**src/rtl/tts_pkg.sv**
```systemverilog
// ----------------------------------------------------------------------------
// Task scheduler table package
// Sizes, operation and status codes, slot record and sequencer state types
// shared by the scheduler table modules.
// ----------------------------------------------------------------------------
package tts_pkg;

   localparam int NUM_SLOTS    = 8;
   localparam int SLOT_W       = (NUM_SLOTS > 1) ? $clog2(NUM_SLOTS) : 1;
   localparam int RESULT_LIMIT = 8;
   localparam int CNT_W        = $clog2(RESULT_LIMIT + 1);

   // slot_out code for "no slot", masked to the 4-bit field
   localparam logic [3:0] SLOT_NONE = 4'(NUM_SLOTS);

   typedef enum logic [1:0] {
      OP_ADD,
      OP_DELETE,
      OP_TICK,
      OP_DISPATCH
   } op_type;

   typedef enum logic [1:0] {
      STAT_OK,
      STAT_FULL,
      STAT_BAD_INDEX,
      STAT_NOTHING
   } status_type;

   typedef enum logic [1:0] {
      ST_IDLE,
      ST_SCAN,
      ST_FINISH
   } state_type;

   typedef struct packed {
      logic        valid;
      logic [7:0]  tag;
      logic [31:0] delay;
      logic [31:0] period;
      logic [7:0]  runs;
   } slot_type;

   typedef struct packed {
      op_type      op;
      logic [7:0]  tag;
      logic [31:0] delay;
      logic [31:0] period;
   } cmd_type;

endpackage

```
**src/rtl/tts_req_if.sv**
```systemverilog
// ----------------------------------------------------------------------------
// Scheduler request channel
// Valid/ready channel carrying one scheduler operation per transaction.
// ----------------------------------------------------------------------------
interface tts_req_if;
   import tts_pkg::*;

   logic        valid;
   logic        ready;
   op_type      op;
   logic [7:0]  task_tag;
   logic [31:0] first_delay;
   logic [31:0] repeat_period;
   logic [7:0]  slot_index;

   modport source (
      output valid, op, task_tag, first_delay, repeat_period, slot_index,
      input  ready
   );

   modport sink (
      input  valid, op, task_tag, first_delay, repeat_period, slot_index,
      output ready
   );

endinterface

```
**src/rtl/tts_rsp_if.sv**
```systemverilog
// ----------------------------------------------------------------------------
// Scheduler response channel
// Valid/ready channel carrying one scheduler result per transaction.
// ----------------------------------------------------------------------------
interface tts_rsp_if;
   import tts_pkg::*;

   logic       valid;
   logic       ready;
   logic [3:0] slot_out;
   logic [7:0] tag_out;
   status_type status;
   logic       last;

   modport source (
      output valid, slot_out, tag_out, status, last,
      input  ready
   );

   modport sink (
      input  valid, slot_out, tag_out, status, last,
      output ready
   );

endinterface

```
**src/rtl/tts_slot_alu.sv**
```systemverilog
// ----------------------------------------------------------------------------
// Scheduler slot update unit
// Computes the new contents of one slot for the current operation and flags
// whether the slot is a match (free for add, always for delete, active for
// tick, pending for dispatch).
// ----------------------------------------------------------------------------
module tts_slot_alu (
   input  tts_pkg::cmd_type  cmd,
   input  tts_pkg::slot_type cur,
   output tts_pkg::slot_type nxt,
   output logic              hit
);
   import tts_pkg::*;

   always_comb begin
      nxt = cur;
      hit = 1'b0;
      case (cmd.op)
         OP_ADD: begin
            hit        = !cur.valid;
            nxt.valid  = 1'b1;
            nxt.tag    = cmd.tag;
            nxt.delay  = cmd.delay;
            nxt.period = cmd.period;
            nxt.runs   = 8'd0;
         end
         OP_DELETE: begin
            hit = 1'b1;
            nxt = '0;
         end
         OP_TICK: begin
            hit = cur.valid;
            if (cur.valid) begin
               if (cur.delay == 32'd0) begin
                  if (cur.runs != 8'hFF) nxt.runs = cur.runs + 8'd1;
                  if (cur.period != 32'd0) nxt.delay = cur.period;
               end else begin
                  nxt.delay = cur.delay - 32'd1;
               end
            end
         end
         OP_DISPATCH: begin
            hit = (cur.runs != 8'd0);
            if (hit) begin
               nxt.runs = cur.runs - 8'd1;
               // one-shot task is freed once it has run
               if (cur.period == 32'd0) nxt = '0;
            end
         end
         default: begin
            nxt = cur;
            hit = 1'b0;
         end
      endcase
   end

endmodule

```
**src/rtl/tick_task_scheduler_table_core.sv**
```systemverilog
// ----------------------------------------------------------------------------
// Tick task scheduler table
// Table of timed task slots with add, delete, tick and dispatch operations,
// walked one slot per cycle (unless a dispatch stalls) by a small sequencer and a shared update unit.
// ----------------------------------------------------------------------------
// Usage:
//   req_chan takes one operation per transaction (add, delete, tick,
//   dispatch); rsp_chan returns its results, the final one marked by last.
//   Add, delete and tick give one result; dispatch gives one result per
//   pending slot in slot order (at most RESULT_LIMIT), or a single
//   "nothing to run" result.
//   Timing: the sequencer visits one slot per cycle through the update unit, except while a dispatch stalls.
//   Delete visits only the indexed slot, add scans to the first free slot,
//   tick visits every slot, dispatch every slot or up to RESULT_LIMIT hits;
//   each then hands its final result to the output register in a finish state.
//   req_chan.ready is high only while the sequencer is idle.
//   The output register frees the sequencer: the next operation may start
//   while the last result is still waiting. If rsp_chan stalls, a dispatch
//   holds at the next pending slot and the final result waits in place.
//   Reset (synchronous) empties every slot and drops any waiting result.
// ----------------------------------------------------------------------------
module tick_task_scheduler_table_core (
   input  logic  clock,
   input  logic  reset,
   tts_req_if.sink   req_chan,
   tts_rsp_if.source rsp_chan
);
   import tts_pkg::*;

   function automatic logic [3:0] slot_code(input logic [SLOT_W-1:0] s);
      return 4'(s);
   endfunction

   // slot storage
   logic        slot_valid_ff  [NUM_SLOTS];
   logic [7:0]  slot_tag_ff    [NUM_SLOTS];
   logic [31:0] slot_delay_ff  [NUM_SLOTS];
   logic [31:0] slot_period_ff [NUM_SLOTS];
   logic [7:0]  slot_runs_ff   [NUM_SLOTS];

   state_type        state_ff, state_in;
   cmd_type          cmd_ff, cmd_in;
   logic [7:0]       idx_ff, idx_in;
   logic [SLOT_W-1:0] ptr_ff, ptr_in;
   logic [CNT_W-1:0] cnt_ff, cnt_in;
   logic             pend_valid_ff, pend_valid_in;
   logic [3:0]       pend_slot_ff, pend_slot_in;
   logic [7:0]       pend_tag_ff, pend_tag_in;
   status_type       pend_stat_ff, pend_stat_in;

   logic             rsp_valid_ff, rsp_valid_in;
   logic [3:0]       rsp_slot_ff, rsp_slot_in;
   logic [7:0]       rsp_tag_ff, rsp_tag_in;
   status_type       rsp_stat_ff, rsp_stat_in;
   logic             rsp_last_ff, rsp_last_in;

   slot_type cur_slot;
   slot_type slot_in;
   logic     hit;
   logic     wr_en;
   logic     last_slot;
   logic     in_range;
   logic     out_free;
   logic     stall;
   logic     scan_done;
   logic     req_fire;

   assign cur_slot = '{valid:  slot_valid_ff[ptr_ff],
                       tag:    slot_tag_ff[ptr_ff],
                       delay:  slot_delay_ff[ptr_ff],
                       period: slot_period_ff[ptr_ff],
                       runs:   slot_runs_ff[ptr_ff]};

   tts_slot_alu u_alu (
      .cmd (cmd_ff),
      .cur (cur_slot),
      .nxt (slot_in),
      .hit (hit)
   );

   assign req_chan.ready = (state_ff == ST_IDLE);
   assign req_fire       = req_chan.valid && req_chan.ready;

   assign last_slot = (ptr_ff == SLOT_W'(NUM_SLOTS - 1));
   assign in_range  = (idx_ff < 8'(NUM_SLOTS));
   assign out_free  = !rsp_valid_ff || rsp_chan.ready;
   // a new pending slot can only be taken once the previous one is pushed out
   assign stall     = (cmd_ff.op == OP_DISPATCH) && hit && pend_valid_ff && !out_free;

   always_comb begin
      case (cmd_ff.op)
         OP_ADD:      scan_done = hit || last_slot;
         OP_DELETE:   scan_done = 1'b1;
         OP_TICK:     scan_done = last_slot;
         OP_DISPATCH: scan_done = last_slot ||
                                  (hit && (cnt_ff + CNT_W'(1) == CNT_W'(RESULT_LIMIT)));
         default:     scan_done = 1'b1;
      endcase
   end

   // next state
   always_comb begin
      state_in = state_ff;
      case (state_ff)
         ST_IDLE:   if (req_fire) state_in = ST_SCAN;
         ST_SCAN:   if (!stall && scan_done) state_in = ST_FINISH;
         ST_FINISH: if (out_free) state_in = ST_IDLE;
         default:   state_in = ST_IDLE;
      endcase
   end

   // datapath and outputs
   always_comb begin
      logic out_load;
      logic out_last;

      cmd_in        = cmd_ff;
      idx_in        = idx_ff;
      ptr_in        = ptr_ff;
      cnt_in        = cnt_ff;
      pend_valid_in = pend_valid_ff;
      pend_slot_in  = pend_slot_ff;
      pend_tag_in   = pend_tag_ff;
      pend_stat_in  = pend_stat_ff;
      wr_en         = 1'b0;
      out_load      = 1'b0;
      out_last      = 1'b0;

      case (state_ff)
         ST_IDLE: begin
            if (req_fire) begin
               cmd_in.op     = req_chan.op;
               cmd_in.tag    = req_chan.task_tag;
               cmd_in.delay  = req_chan.first_delay;
               cmd_in.period = req_chan.repeat_period;
               idx_in        = req_chan.slot_index;
               ptr_in        = (req_chan.op == OP_DELETE) ?
                               req_chan.slot_index[SLOT_W-1:0] : '0;
               cnt_in        = '0;
               pend_valid_in = 1'b0;
            end
         end
         ST_SCAN: begin
            if (!stall) begin
               case (cmd_ff.op)
                  OP_ADD: begin
                     wr_en = hit;
                     if (hit) begin
                        pend_slot_in = slot_code(ptr_ff);
                        pend_tag_in  = 8'd0;
                        pend_stat_in = STAT_OK;
                     end else if (last_slot) begin
                        pend_slot_in = SLOT_NONE;
                        pend_tag_in  = 8'd0;
                        pend_stat_in = STAT_FULL;
                     end
                  end
                  OP_DELETE: begin
                     wr_en        = in_range;
                     pend_slot_in = in_range ? slot_code(ptr_ff) : SLOT_NONE;
                     pend_tag_in  = 8'd0;
                     pend_stat_in = in_range ? STAT_OK : STAT_BAD_INDEX;
                  end
                  OP_TICK: begin
                     wr_en        = 1'b1;
                     pend_slot_in = SLOT_NONE;
                     pend_tag_in  = 8'd0;
                     pend_stat_in = STAT_OK;
                  end
                  OP_DISPATCH: begin
                     wr_en = hit;
                     if (hit) begin
                        out_load      = pend_valid_ff;
                        pend_valid_in = 1'b1;
                        pend_slot_in  = slot_code(ptr_ff);
                        pend_tag_in   = cur_slot.tag;
                        pend_stat_in  = STAT_OK;
                        cnt_in        = cnt_ff + CNT_W'(1);
                     end else if (scan_done && !pend_valid_ff) begin
                        pend_slot_in = SLOT_NONE;
                        pend_tag_in  = 8'd0;
                        pend_stat_in = STAT_NOTHING;
                     end
                  end
                  default: wr_en = 1'b0;
               endcase
               if (!scan_done) ptr_in = ptr_ff + SLOT_W'(1);
            end
         end
         ST_FINISH: begin
            out_load = out_free;
            out_last = 1'b1;
         end
         default: out_load = 1'b0;
      endcase

      rsp_valid_in = rsp_valid_ff;
      rsp_slot_in  = rsp_slot_ff;
      rsp_tag_in   = rsp_tag_ff;
      rsp_stat_in  = rsp_stat_ff;
      rsp_last_in  = rsp_last_ff;
      if (out_load) begin
         rsp_valid_in = 1'b1;
         rsp_slot_in  = pend_slot_ff;
         rsp_tag_in   = pend_tag_ff;
         rsp_stat_in  = pend_stat_ff;
         rsp_last_in  = out_last;
      end else if (rsp_chan.ready) begin
         rsp_valid_in = 1'b0;
      end
   end

   always_ff @(posedge clock) begin
      if (reset) begin
         state_ff      <= ST_IDLE;
         pend_valid_ff <= 1'b0;
         rsp_valid_ff  <= 1'b0;
         cnt_ff        <= '0;
         ptr_ff        <= '0;
      end else begin
         state_ff      <= state_in;
         pend_valid_ff <= pend_valid_in;
         rsp_valid_ff  <= rsp_valid_in;
         cnt_ff        <= cnt_in;
         ptr_ff        <= ptr_in;
      end
   end

   always_ff @(posedge clock) begin
      cmd_ff       <= cmd_in;
      idx_ff       <= idx_in;
      pend_slot_ff <= pend_slot_in;
      pend_tag_ff  <= pend_tag_in;
      pend_stat_ff <= pend_stat_in;
      rsp_slot_ff  <= rsp_slot_in;
      rsp_tag_ff   <= rsp_tag_in;
      rsp_stat_ff  <= rsp_stat_in;
      rsp_last_ff  <= rsp_last_in;
   end

   // valid marks and run counts decide every visible result, so reset clears them
   always_ff @(posedge clock) begin
      if (reset) begin
         for (int i = 0; i < NUM_SLOTS; i++) begin
            slot_valid_ff[i] <= 1'b0;
            slot_runs_ff[i]  <= 8'd0;
         end
      end else if (wr_en) begin
         slot_valid_ff[ptr_ff] <= slot_in.valid;
         slot_runs_ff[ptr_ff]  <= slot_in.runs;
      end
   end

   always_ff @(posedge clock) begin
      if (wr_en) begin
         slot_tag_ff[ptr_ff]    <= slot_in.tag;
         slot_delay_ff[ptr_ff]  <= slot_in.delay;
         slot_period_ff[ptr_ff] <= slot_in.period;
      end
   end

   assign rsp_chan.valid    = rsp_valid_ff;
   assign rsp_chan.slot_out = rsp_slot_ff;
   assign rsp_chan.tag_out  = rsp_tag_ff;
   assign rsp_chan.status   = rsp_stat_ff;
   assign rsp_chan.last     = rsp_last_ff;

   // final result always lands in the output register as the sequencer goes idle
   a_finish_emits_last: assert property (@(posedge clock) disable iff (reset)
      (state_ff == ST_FINISH && out_free) |=>
         (state_ff == ST_IDLE && rsp_valid_ff && rsp_last_ff))
      else $error("final result not loaded on finish");

   // only dispatch produces intermediate results
   a_mid_only_dispatch: assert property (@(posedge clock) disable iff (reset)
      (rsp_valid_ff && !rsp_last_ff) |-> (cmd_ff.op == OP_DISPATCH))
      else $error("non-final result outside dispatch");

   a_cnt_limit: assert property (@(posedge clock) disable iff (reset)
      cnt_ff <= CNT_W'(RESULT_LIMIT))
      else $error("dispatch result count over limit");

   a_nothing_form: assert property (@(posedge clock) disable iff (reset)
      (rsp_valid_ff && rsp_stat_ff == STAT_NOTHING) |->
         (rsp_last_ff && rsp_tag_ff == 8'd0 && rsp_slot_ff == SLOT_NONE))
      else $error("malformed nothing-to-run result");

   // no slot is written while a dispatch is held by a stalled receiver
   a_stall_no_write: assert property (@(posedge clock) disable iff (reset)
      (state_ff == ST_SCAN && stall) |-> !wr_en)
      else $error("slot written during dispatch stall");

endmodule

```
**src/flat_wrapper.sv**
```systemverilog
// flat-port wrapper written by rule: the top's interface ports become plain ports
module tick_task_scheduler_table_core_flat import tts_pkg::*;
  (clock, reset, req_chan_valid, req_chan_op, req_chan_task_tag, req_chan_first_delay, req_chan_repeat_period, req_chan_slot_index, req_chan_ready, rsp_chan_valid, rsp_chan_slot_out, rsp_chan_tag_out, rsp_chan_status, rsp_chan_last, rsp_chan_ready);
  tts_req_if req_chan_i ();
  tts_rsp_if rsp_chan_i ();
  input  logic clock;
  input  logic reset;
  input wire logic [$bits(req_chan_i.valid)-1:0] req_chan_valid;
  input wire logic [$bits(req_chan_i.op)-1:0] req_chan_op;
  input wire logic [$bits(req_chan_i.task_tag)-1:0] req_chan_task_tag;
  input wire logic [$bits(req_chan_i.first_delay)-1:0] req_chan_first_delay;
  input wire logic [$bits(req_chan_i.repeat_period)-1:0] req_chan_repeat_period;
  input wire logic [$bits(req_chan_i.slot_index)-1:0] req_chan_slot_index;
  output wire logic [$bits(req_chan_i.ready)-1:0] req_chan_ready;
  output wire logic [$bits(rsp_chan_i.valid)-1:0] rsp_chan_valid;
  output wire logic [$bits(rsp_chan_i.slot_out)-1:0] rsp_chan_slot_out;
  output wire logic [$bits(rsp_chan_i.tag_out)-1:0] rsp_chan_tag_out;
  output wire logic [$bits(rsp_chan_i.status)-1:0] rsp_chan_status;
  output wire logic [$bits(rsp_chan_i.last)-1:0] rsp_chan_last;
  input wire logic [$bits(rsp_chan_i.ready)-1:0] rsp_chan_ready;
  assign req_chan_i.valid = req_chan_valid;
  assign req_chan_i.op = req_chan_op;
  assign req_chan_i.task_tag = req_chan_task_tag;
  assign req_chan_i.first_delay = req_chan_first_delay;
  assign req_chan_i.repeat_period = req_chan_repeat_period;
  assign req_chan_i.slot_index = req_chan_slot_index;
  assign req_chan_ready = req_chan_i.ready;
  assign rsp_chan_valid = rsp_chan_i.valid;
  assign rsp_chan_slot_out = rsp_chan_i.slot_out;
  assign rsp_chan_tag_out = rsp_chan_i.tag_out;
  assign rsp_chan_status = rsp_chan_i.status;
  assign rsp_chan_last = rsp_chan_i.last;
  assign rsp_chan_i.ready = rsp_chan_ready;
  tick_task_scheduler_table_core u_core (.clock(clock), .reset(reset), .req_chan(req_chan_i), .rsp_chan(rsp_chan_i));
endmodule
```
**config.mk**
```make
export PLATFORM = sky130hd
export DESIGN_NAME = tick_task_scheduler_table_core_flat
export DESIGN_NICKNAME = d
export VERILOG_FILES = /design/src/rtl/tts_pkg.sv /design/src/rtl/tts_req_if.sv /design/src/rtl/tts_rsp_if.sv /design/src/rtl/tts_slot_alu.sv /design/src/rtl/tick_task_scheduler_table_core.sv /design/src/flat_wrapper.sv
export SDC_FILE = /design/constraint.sdc
export NUM_CORES = 1
export LEC_CHECK = 0
export BUFFER_PORTS_ARGS = -buffer_cell sky130_fd_sc_hd__clkbuf_2
export CAP_MARGIN = 20
export CORE_MARGIN = 2
export CORE_UTILIZATION = 67
export CTS_CLUSTER_DIAMETER = 60
export DETAILED_ROUTE_END_ITERATION = 8
export PLACE_DENSITY = 0.85
export SYNTH_ARGS = -nofsm -noshare
export SYNTH_HDL_FRONTEND = slang
export SYNTH_HIERARCHICAL = 1
export SYNTH_SLANG_ARGS = --single-unit
export TNS_END_PERCENT = 1
```
**constraint.sdc**
```tcl
create_clock -name clock -period 26.9 [get_ports clock]
set_input_delay 5.38 -clock clock [delete_from_list [all_inputs] [get_ports clock]]
set_output_delay 5.38 -clock clock [all_outputs]
set_load 0.05 [all_outputs]
```
# Yosys cells after proc, flatten, opt, wreduce, memory -nomap -nowiden
# Memories as Yosys holds them, arrays and structs flattened. A register that Yosys moved wholly into a read port is not among the register bits.
# Cells that the tools add are included.
[op_classes]
bitwise_logic = 1
add_sub_neg = 5
eq_ne = 18
n_reduce_logical = 33
mux = 82
n_lt_le_gt_ge = 1
[ops]
columns = ["op", "n"]
rows = [
  ["$mux W81", 2],
  ["$pmux W32 S4", 1],
  ["$mux W32", 3],
  ["$pmux W32 S3", 1],
  ["$logic_not A32 Y1", 2],
  ["$mux W8", 8],
  ["$mux W3", 16],
  ["$pmux W8 S3", 2],
  ["$mux W4", 9],
  ["$reduce_bool A32 Y1", 1],
  ["$sub A32 B1 Y32 const B", 1],
  ["$pmux W9 S3", 1],
  ["$mux W1", 21],
  ["$mux W2", 8],
  ["$pmux W4 S4", 1],
  ["$add A8 B1 Y8 const B", 1],
  ["$lt A8 B4 Y1 const B", 1],
  ["$ne A2 B1 Y1 const B", 4],
  ["$ne A8 B8 Y1 const B", 1],
  ["$pmux W1 S4", 2],
  ["$pmux W2 S4", 1],
  ["$pmux W4 S2", 1],
  ["$reduce_and A4 Y1", 2],
  ["$reduce_bool A8 Y1", 1],
  ["26 further kinds", 49],
]
[word_totals]
output_inout_bits = 17
ff_bits = 122
word_cells = 162
in_bits = 86
n_memories = 5
ram_bits = 648
[memory_table]
columns = ["name", "words", "word_bits", "rd", "rd_ports_with_merged_regs", "wr", "line", "source"]
rows = [
  ["u_core.slot_delay_ff", 8, 32, 1, 1, 1, "tick_task_scheduler_table_core.sv:37", "logic [31:0] slot_delay_ff [NUM_SLOTS];"],
  ["u_core.slot_period_ff", 8, 32, 1, 1, 1, "tick_task_scheduler_table_core.sv:38", "logic [31:0] slot_period_ff [NUM_SLOTS];"],
  ["u_core.slot_runs_ff", 8, 8, 1, 1, 8, "tick_task_scheduler_table_core.sv:39", "logic [7:0] slot_runs_ff [NUM_SLOTS];"],
  ["u_core.slot_tag_ff", 8, 8, 1, 1, 1, "tick_task_scheduler_table_core.sv:36", "logic [7:0] slot_tag_ff [NUM_SLOTS];"],
  ["u_core.slot_valid_ff", 8, 1, 1, 1, 8, "tick_task_scheduler_table_core.sv:35", "logic slot_valid_ff [NUM_SLOTS];"],
]

# Logic depth before layout (Yosys ltp)
# Gate-level depths: netlist (run 1).
[logic_depth]
depth_word = 12
ltp_mapped = 17
mapped_depth_nobuf = 13

# Modules after synthesis
# The synthesis (run 1) kept the hierarchy.
[modules_own_cells]
columns = ["module", "instances", "area_each_um2", "cells_each", "seq_area_each_um2"]
rows = [
  ["tick_task_scheduler_table_core", 1, 29206.8, 1286, 22982.0],
  ["tts_slot_alu", 1, 2910.3, 451, 0.0],
]

# Worst setup path after synthesis (run 1)
# Ideal clock, no wire load.
[synth_path]
kind = "input port to flip-flop"
start = "input port rsp_chan_ready"
end = "memory u_core.slot_runs_ff[1][0], enable pin"
stages = 6
setup_ps = 325
path_buffers = 0
required_ps = 26575
arrival_ps = 12034
setup_slack_ps = 14541
cell_sequence = "nand3b_1 -> o21ai_0 -> or3b_4 -> or2_2 -> nor3_1 -> or2_2"
[synth_lines]
columns = ["item", "line", "source"]
rows = [
  ["start: declaration", "flat_wrapper.sv:20", "input wire logic [$bits(rsp_chan_i.ready)-1:0] rsp_chan_ready;"],
  ["end: declaration", "tick_task_scheduler_table_core.sv:39", ""],
]

# Worst setup path in the final report (run 1)
[layout_path]
start = "input port rsp_chan_ready"
end = "memory u_core.slot_period_ff[3][31], enable pin"
[layout_via]
elab_chain_cells = 7
[layout_lines]
columns = ["item", "line", "source"]
rows = [
  ["$logic_or A1 B1 Y1", "tick_task_scheduler_table_core.sv:86", "assign out_free = !rsp_valid_ff || rsp_chan.ready;"],
  ["$logic_not A1 Y1", "tick_task_scheduler_table_core.sv:88", "assign stall = (cmd_ff.op == OP_DISPATCH) && hit && pend_valid_ff && !out_free;"],
  ["$logic_and A1 B1 Y1", "tick_task_scheduler_table_core.sv:88", ""],
  ["$mux W1", "tick_task_scheduler_table_core.sv:144", "if (!stall) begin"],
  ["$mux W1", "tick_task_scheduler_table_core.sv:129", "case (state_ff)"],
  ["$mux W1", "tick_task_scheduler_table_core.sv:255", "if (wr_en) begin"],
  ["$mux W1 (implied by the code)", "tick_task_scheduler_table_core.sv:258", "slot_period_ff[ptr_ff] <= slot_in.period;"],
  ["end: declaration", "tick_task_scheduler_table_core.sv:38", ""],
]
# No other way between the ends.

==> out/qor.csv, run 1 <==
metric,value,unit
status,"finished, final reports clean",
grt_max_degree,67,
cp_cell_sequence,"clkbuf_2, nand3b_1, o21ai_0, or3b_4, or2_2, nor2_4, buf_4",
rr_endpoint,u_core/slot_period_ff[3][31]$_DFFE_PP_,
rsz0062_at_grt,false,
grt_usage,31.91,%
antenna_found_initial,0,
synth_top_cell_by_area,edfxtp_1,
synth.area.top_cells,"edfxtp_1, mux4_2, mux2_2",
drive_gt1_share,28.50,%
hold_end,u_core/rsp_chan.tag_out[2]$_DFFE_PP_,
min_period,8.089,ns
fin_tns_setup,0,ns
crit_family,simple AND/OR/NAND/NOR gates,
grt_pass1_vias,17890,
cts-root-buf,clkbuf_16,
synth_cell_types,85,
end_kind,flip-flop,
power_leakage,11.55,nW
synth_top_area_share,70.68,%
pin_count,103,
drc,0,
ff2ff_path_depth,13,
fp.dieW,222.9,µm
syn_area,0.03212,mm²
fin_skew,0.03087,ns
numPortBuffers,102,
crit_arrival,8.34,ns
dr.pass1.iters,7,
synth.most_common_cell,edfxtp_1,
timing.max_cap.violations,0,
setup_ws,18.81,ns
wl_met3,9098,µm
grt_pass1_wl,115700,µm
wl_met2,37530,µm
m1WireLength,28780,µm
critPathSlowestCell,nor2_4,
crit_fanout,49,
dp_cells,2390,
criticalPathCategory,in -> reg,
syn_inst,1737,
timing.hold.ws,0.4261,ns
drt_iter0_drc,2895,
synth_edf_count,756,
peakVddDrop,0.00006760,V
max_freq,123.6,MHz
clk_latency,0.64,ns
min_path_cells,0,
start_kind,input pin,
coreArea,0.04755,mm²
start_util,67.55,%
syn-num-nets,1839,
power,0.003499,W
post-cts-setup-buffers,0,
hpwlAfterDp,44370,µm
synth_common_cells,"edfxtp_1, mux4_2, and2_1",
area_growth_syn_to_layout,11.58,%
pwr_density_cell,97.63,mW/mm²
ant_nets,0,
worst_hold_path_type,reg -> reg,
gp_congestion,0.9418,
rrSetupSlack,19.69,ns
ctsHoldBuffers,0,
cts_buffers,78,
finalHoldViolCount,0,
ctsResizeCount,0,
pre_cts_slack,18.27,ns
fin_crit_sh,30.07,%
synth-async-reset-ratio,0,%
ys_seq_elements,770,
rows,80,
finalSetupViolations,0,
worstMarginPinSlew,1.069,ns
slew_violations,0,
routed_wl,78250,µm
htreeDepth,3,
final_cell_count_no_fill,2538,
max_stage_delay,0.79,ns
tritoncts,done,
path_buf_inv,2,
grt_remaining_overflow,0,
cts_buffer_depth,3,
hp-start,u_core/pend_tag_ff[2]$_SDFFCE_PP0P_,
die_h,222.9,µm
dieArea,0.04970,mm²
ys_warn_count,6,
avgRoutedWirePerCell,30.83,µm
top_layer,met4,
path_clk_slew,0.06,ns
cp.required,27.15,ns
via_count,18330,
viasPerCell,7.223,
synth_ff_type,edfxtp_1,
nNetsFinal,1959,
antenna_cells,0,
synth_seq_area_share,71.56,%
syn_avg_cell_area,18.49,µm²
cts_sinks,770,
relSlewSlack,28.57,%
[through the flow]
stage	utilization (%)	area [µm²]
after global placement	70.03	33300
after detailed placement	70.03	33300
after global routing	75.37	35840
after floorplan	-	32120
after CTS	75.29	35800
final	75.37	35840
[state kept, by name, summed over array words and instances (netlist names), 5 cells and up, named ones only]
signal                   cells
u_core/slot_delay_ff       256
u_core/slot_period_ff      256
u_core/cmd_ff               74
u_core/slot_runs_ff         64
u_core/slot_tag_ff          64
u_core/pend_tag_ff           8
u_core/rsp_chan.tag_out      8
u_core/slot_valid_ff         8
u_core/idx_ff                5
[per-layer routing]
metal,vias to the layer above,global-route usage [%]
li1,7408,-
met1,9172,45.83
met2,1500,49.81
met3,252,6.572
met4,0,11.47
met5,-,0
[worst reg2reg max path, cell delays in order, from the launching register on]
cell and delay, ns:
dfxtp_4 0.60, buf_4 0.82, mux4_2 0.42, mux2_2 0.59, clkinv_1 0.51, nor2_1 0.43
a211oi_1 0.11, a21oi_1 0.51, nor2b_1 0.31, nor3_1 0.08, or3b_4 0.40, or2_2 0.38
nor2_4 0.79, buf_4 0.81
[layout by cell type, fill, tap and decap left out, types with 12 or more instances in the layout]
master,synthesis,routed
nor3_1,22,20
a22oi_1,12,12
edfxtp_1,756,756
nor2_1,63,56
clkinv_1,2,23
nor4_1,18,18
nor2_4,6,13
buf_4,1,26
nand3_1,18,18
nand2_1,48,48
mux4_2,162,162
nand2b_1,14,14
a31oi_1,19,18
clkinv_2,0,16
a22o_1,43,43
mux2i_1,14,14
and2_1,87,86
mux2_2,82,82
clkbuf_2,2,102
ha_1,16,16
clkbuf_1,59,13
a21oi_1,36,36
o21ai_0,38,38
clkbuf_16,0,81
or2_2,12,12
inv_1,15,15
[final cells by class]
cell class	instances	area, µm²
sequential	770	22990
fill	2461	11710
multi-input combinational	860	8763
clock buffer	94	2076
tap	615	769.5
timing repair buffer	130	744.5
clock inverter	52	426.7
inverter	17	63.81
[report_power, final]
group	switching [W]	internal, W	leakage (nW)
Clock	0.000458	0.000597	1.23
Sequential	0.0000517	0.00152	7.13
Combinational	0.000550	0.000322	3.20
[kinds of logic after synthesis]
kind of cell    share of synthesized area, %
fa+ha+maj                             0.6233
simple gates                           6.194
flops                                  71.56
mux                                    14.67
buf+inv                                1.406
xor+xnor                              0.1363
compound gates                         5.411
[how the worst max path moves through the flow]
stage | start | endpoint | depth (start not counted)
after floorplan | rsp_chan_ready | u_core/slot_runs_ff[1][0]$_SDFFCE_PN0P_ | 6
after global placement | rsp_chan_ready | u_core/slot_tag_ff[2][6]$_DFFE_PP_ | 7
after detailed placement | rsp_chan_ready | u_core/slot_period_ff[2][21]$_DFFE_PP_ | 7
after CTS | rsp_chan_ready | u_core/slot_delay_ff[3][2]$_DFFE_PP_ | 7
after global routing | rsp_chan_ready | u_core/slot_tag_ff[2][3]$_DFFE_PP_ | 7
final | rsp_chan_ready | u_core/slot_period_ff[3][31]$_DFFE_PP_ | 7
Power figures use the tool's default switching activity.
==> inputs of run 2 (changes only) <==
--- a/config.mk
+++ b/config.mk
@@ -8,10 +8,10 @@
 export BUFFER_PORTS_ARGS = -buffer_cell sky130_fd_sc_hd__clkbuf_2
 export CAP_MARGIN = 20
 export CORE_MARGIN = 2
-export CORE_UTILIZATION = 67
+export CORE_UTILIZATION = 62
 export CTS_CLUSTER_DIAMETER = 60
 export DETAILED_ROUTE_END_ITERATION = 8
-export PLACE_DENSITY = 0.85
+export PLACE_DENSITY = 0.8
 export SYNTH_ARGS = -nofsm -noshare
 export SYNTH_HDL_FRONTEND = slang
 export SYNTH_HIERARCHICAL = 1
==> constraint.sdc (replaced) <==
create_clock -name clock -period 7.55 [get_ports clock]
set_input_delay 1.51 -clock clock [delete_from_list [all_inputs] [get_ports clock]]
set_output_delay 1.51 -clock clock [all_outputs]
set_load 0.05 [all_outputs]
==> run 2 against run 1 <==
Hold slack worse by 0.0077 ns. Utilization fell by 5.3 points. Combinational power rose to 3.5 times the previous value. Global-route usage shrank 3.7 points. Total power rose to 3.5 times the previous value. Register-to-register slack got worse by 18 ns. Critical path type is now reg -> reg. Critical endpoint is now u_core/slot_delay_ff[0][21]$_DFFE_PP_. Largest cell class unchanged. Largest power group unchanged. Highest routed layer is now met5.
==> out/qor.csv, run 2 (synthesis results as in run 1) <==
metric,value,unit,change
status,"finished, final reports clean",,
die_h,231.6,µm,+3.9%
seq_power_share,45.6,%,+0.7 points
criticalPathCategory,reg -> reg,,
final_common_cell,edfxtp_1,,
nFillCells,3089,,+26%
slew_violations,0,,unchanged
drc,0,,unchanged
finalSetupViolations,0,,unchanged
fp.dieW,231.6,µm,+3.9%
pwr_density_cell,340.3,mW/mm²,+250%
ctsHoldBuffers,0,,unchanged
drt_iter0_drc,2281,,-21%
ant_nets,0,,unchanged
post-cts-setup-buffers,0,,unchanged
p_comb_share,24.9,%,about the same
peakVddDrop,0.0002594,V,+280%
htreeDepth,3,,unchanged
crit_arrival,5.88,ns,-2.46 ns
layout_common_cells,"edfxtp_1, mux4_2, clkbuf_2, and2_1, mux2_2",,
cts-root-buf,clkbuf_16,,
pin_count,103,,unchanged
p_sw_share,29.79,%,-0.49 points
grt_usage,28.20,%,-3.7 points
nNetsFinal,1959,,unchanged
avgRoutedWirePerCell,28.50,µm,-7.6%
cts_buffers,77,,-1.3%
coreArea,0.05130,mm²,+7.9%
ctsResizeCount,0,,unchanged
tritoncts,done,,
final_cell_count_no_fill,2598,,+2.4%
via_count,17710,,-3.4%
worstMarginPinSlew,1.130,ns,+0.06079 ns
fin_crit_sh,73.53,%,
start_util,62.60,%,-4.9 points
p_clk_share,29.5,%,-0.6 points
power_leakage,11.51,nW,-0.42%
rsz0062_at_grt,false,,
numPortBuffers,102,,unchanged
grt_remaining_overflow,0,,unchanged
timing.max_cap.violations,0,,unchanged
p_sw,0.003643,W,+240%
finalHoldViolCount,0,,unchanged
clk_latency,0.63,ns,about the same
grt_pass1_wl,111200,µm,-3.9%
reg_top3,"u_core/slot_delay_ff: 256 flops, u_core/slot_period_ff: 256 flops, u_core/cmd_ff: 74 flops",,
dieArea,0.05364,mm²,+7.9%
cp.required,7.88,ns,-19.27 ns
min_period,5.551,ns,
worst_hold_path_type,reg -> reg,,
area_growth_syn_to_layout,11.88,%,
dp_cells,2457,,+2.8%
viasPerCell,6.816,,-5.6%
crit_fanout,42,,-14%
grt_pass1_vias,17760,,-0.72%
hpwlAfterDp,43400,µm,-2.2%
rows,83,,+3.8%
end_kind,flip-flop,,
cts_buffer_depth,3,,unchanged
grt_max_degree,145,,+120%
drive_gt1_share,28.27,%,-0.22 points
antenna_found_initial,2,,+2
timing.hold.ws,0.4184,ns,-0.007695 ns
fin_skew,0.02357,ns,-0.007295 ns
routed_wl,74030,µm,-5.4%
gp_congestion,0.9441,,+0.24%
path_clk_slew,0.06,ns,about the same
max_freq,180.1,MHz,
dr.pass1.iters,5,,-2
power,0.01223,W,+250%
relSlewSlack,23.89,%,-4.7 points
start_kind,flip-flop,,
cts_sinks,770,,unchanged
p_int,0.008585,W,+250%
[run 2: power by group through the flow]
stage	Combinational, W	Sequential (W)	Clock (W)
2_1_floorplan	0.00216	0.00557	0
3_3_place_gp	0.00289	0.00565	0
3_5_place_dp	0.00298	0.00567	0
4_1_cts	0.00300	0.00558	0.00366
5_1_grt	0.00324	0.00560	0.00382
6_report	0.00304	0.00558	0.00361
[run 2: layout make-up]
type / count / area, µm² / area share (%)
repair buffers: 131 / 844.6 / 2.350
multi-input cells: 860 / 8776 / 24.42
inverters: 17 / 63.81 / 0.1776
clock buffers: 91 / 2001 / 5.568
diodes: 1 / 2.502 / 0.006964
flip-flops and latches: 770 / 22990 / 63.99
well taps: 680 / 850.8 / 2.368
clock inverters: 48 / 400.4 / 1.114
[run 2: critical path: stages (launching register included)]
cell and delay [ns]:
dfxtp_4 0.60, buf_4 0.73, mux4_2 0.61, mux2_2 0.35
or4_4 0.60, nor3_4 0.39, and3_1 0.79, nand2_4 0.23
a311o_1 0.37, a31oi_1 0.52
[run 2: final timing paths]
kind	startpoint	end	slack, ns	depth (start not counted)
hold / removal	u_core/pend_tag_ff[5]$_SDFFCE_PP0P_	u_core/rsp_chan.tag_out[5]$_DFFE_PP_	0.42	0
hold reg to reg	u_core/pend_tag_ff[5]$_SDFFCE_PP0P_	u_core/rsp_chan.tag_out[5]$_DFFE_PP_	0.42	0
setup reg to reg	flip-flop	u_core/slot_delay_ff[0][21]$_DFFE_PP_	2.00	9
setup / recovery	flip-flop	u_core/slot_delay_ff[0][21]$_DFFE_PP_	2.00	9
[run 2: metal layers]
| layer | vias up | routed length (µm) | part of all wire [%] | GRT usage [%] |
|---|---|---|---|---|
| met5 | - | 18 | 0.024 | 0 |
| met4 | 2 | 1927 | 2.6 | 8.554 |
| met2 | 1035 | 35740 | 48 | 44.31 |
| met3 | 155 | 6497 | 8.8 | 4.811 |
| li1 | 7419 | - | - | - |
| met1 | 9097 | 29850 | 40 | 41.37 |
[run 2: stage by stage]
step	setup WS (ns)	util [%]	setup TNS (ns)	area [µm²]
2_1_floorplan	-0.5107	-	-48.76	32130
3_3_place_gp	2.182	65.32	0	33510
3_5_place_dp	2.034	65.34	0	33520
4_1_cts	1.969	70.02	0	35920
5_1_grt	1.634	70.04	0	35930
6_report	1.999	70.04	0	35930
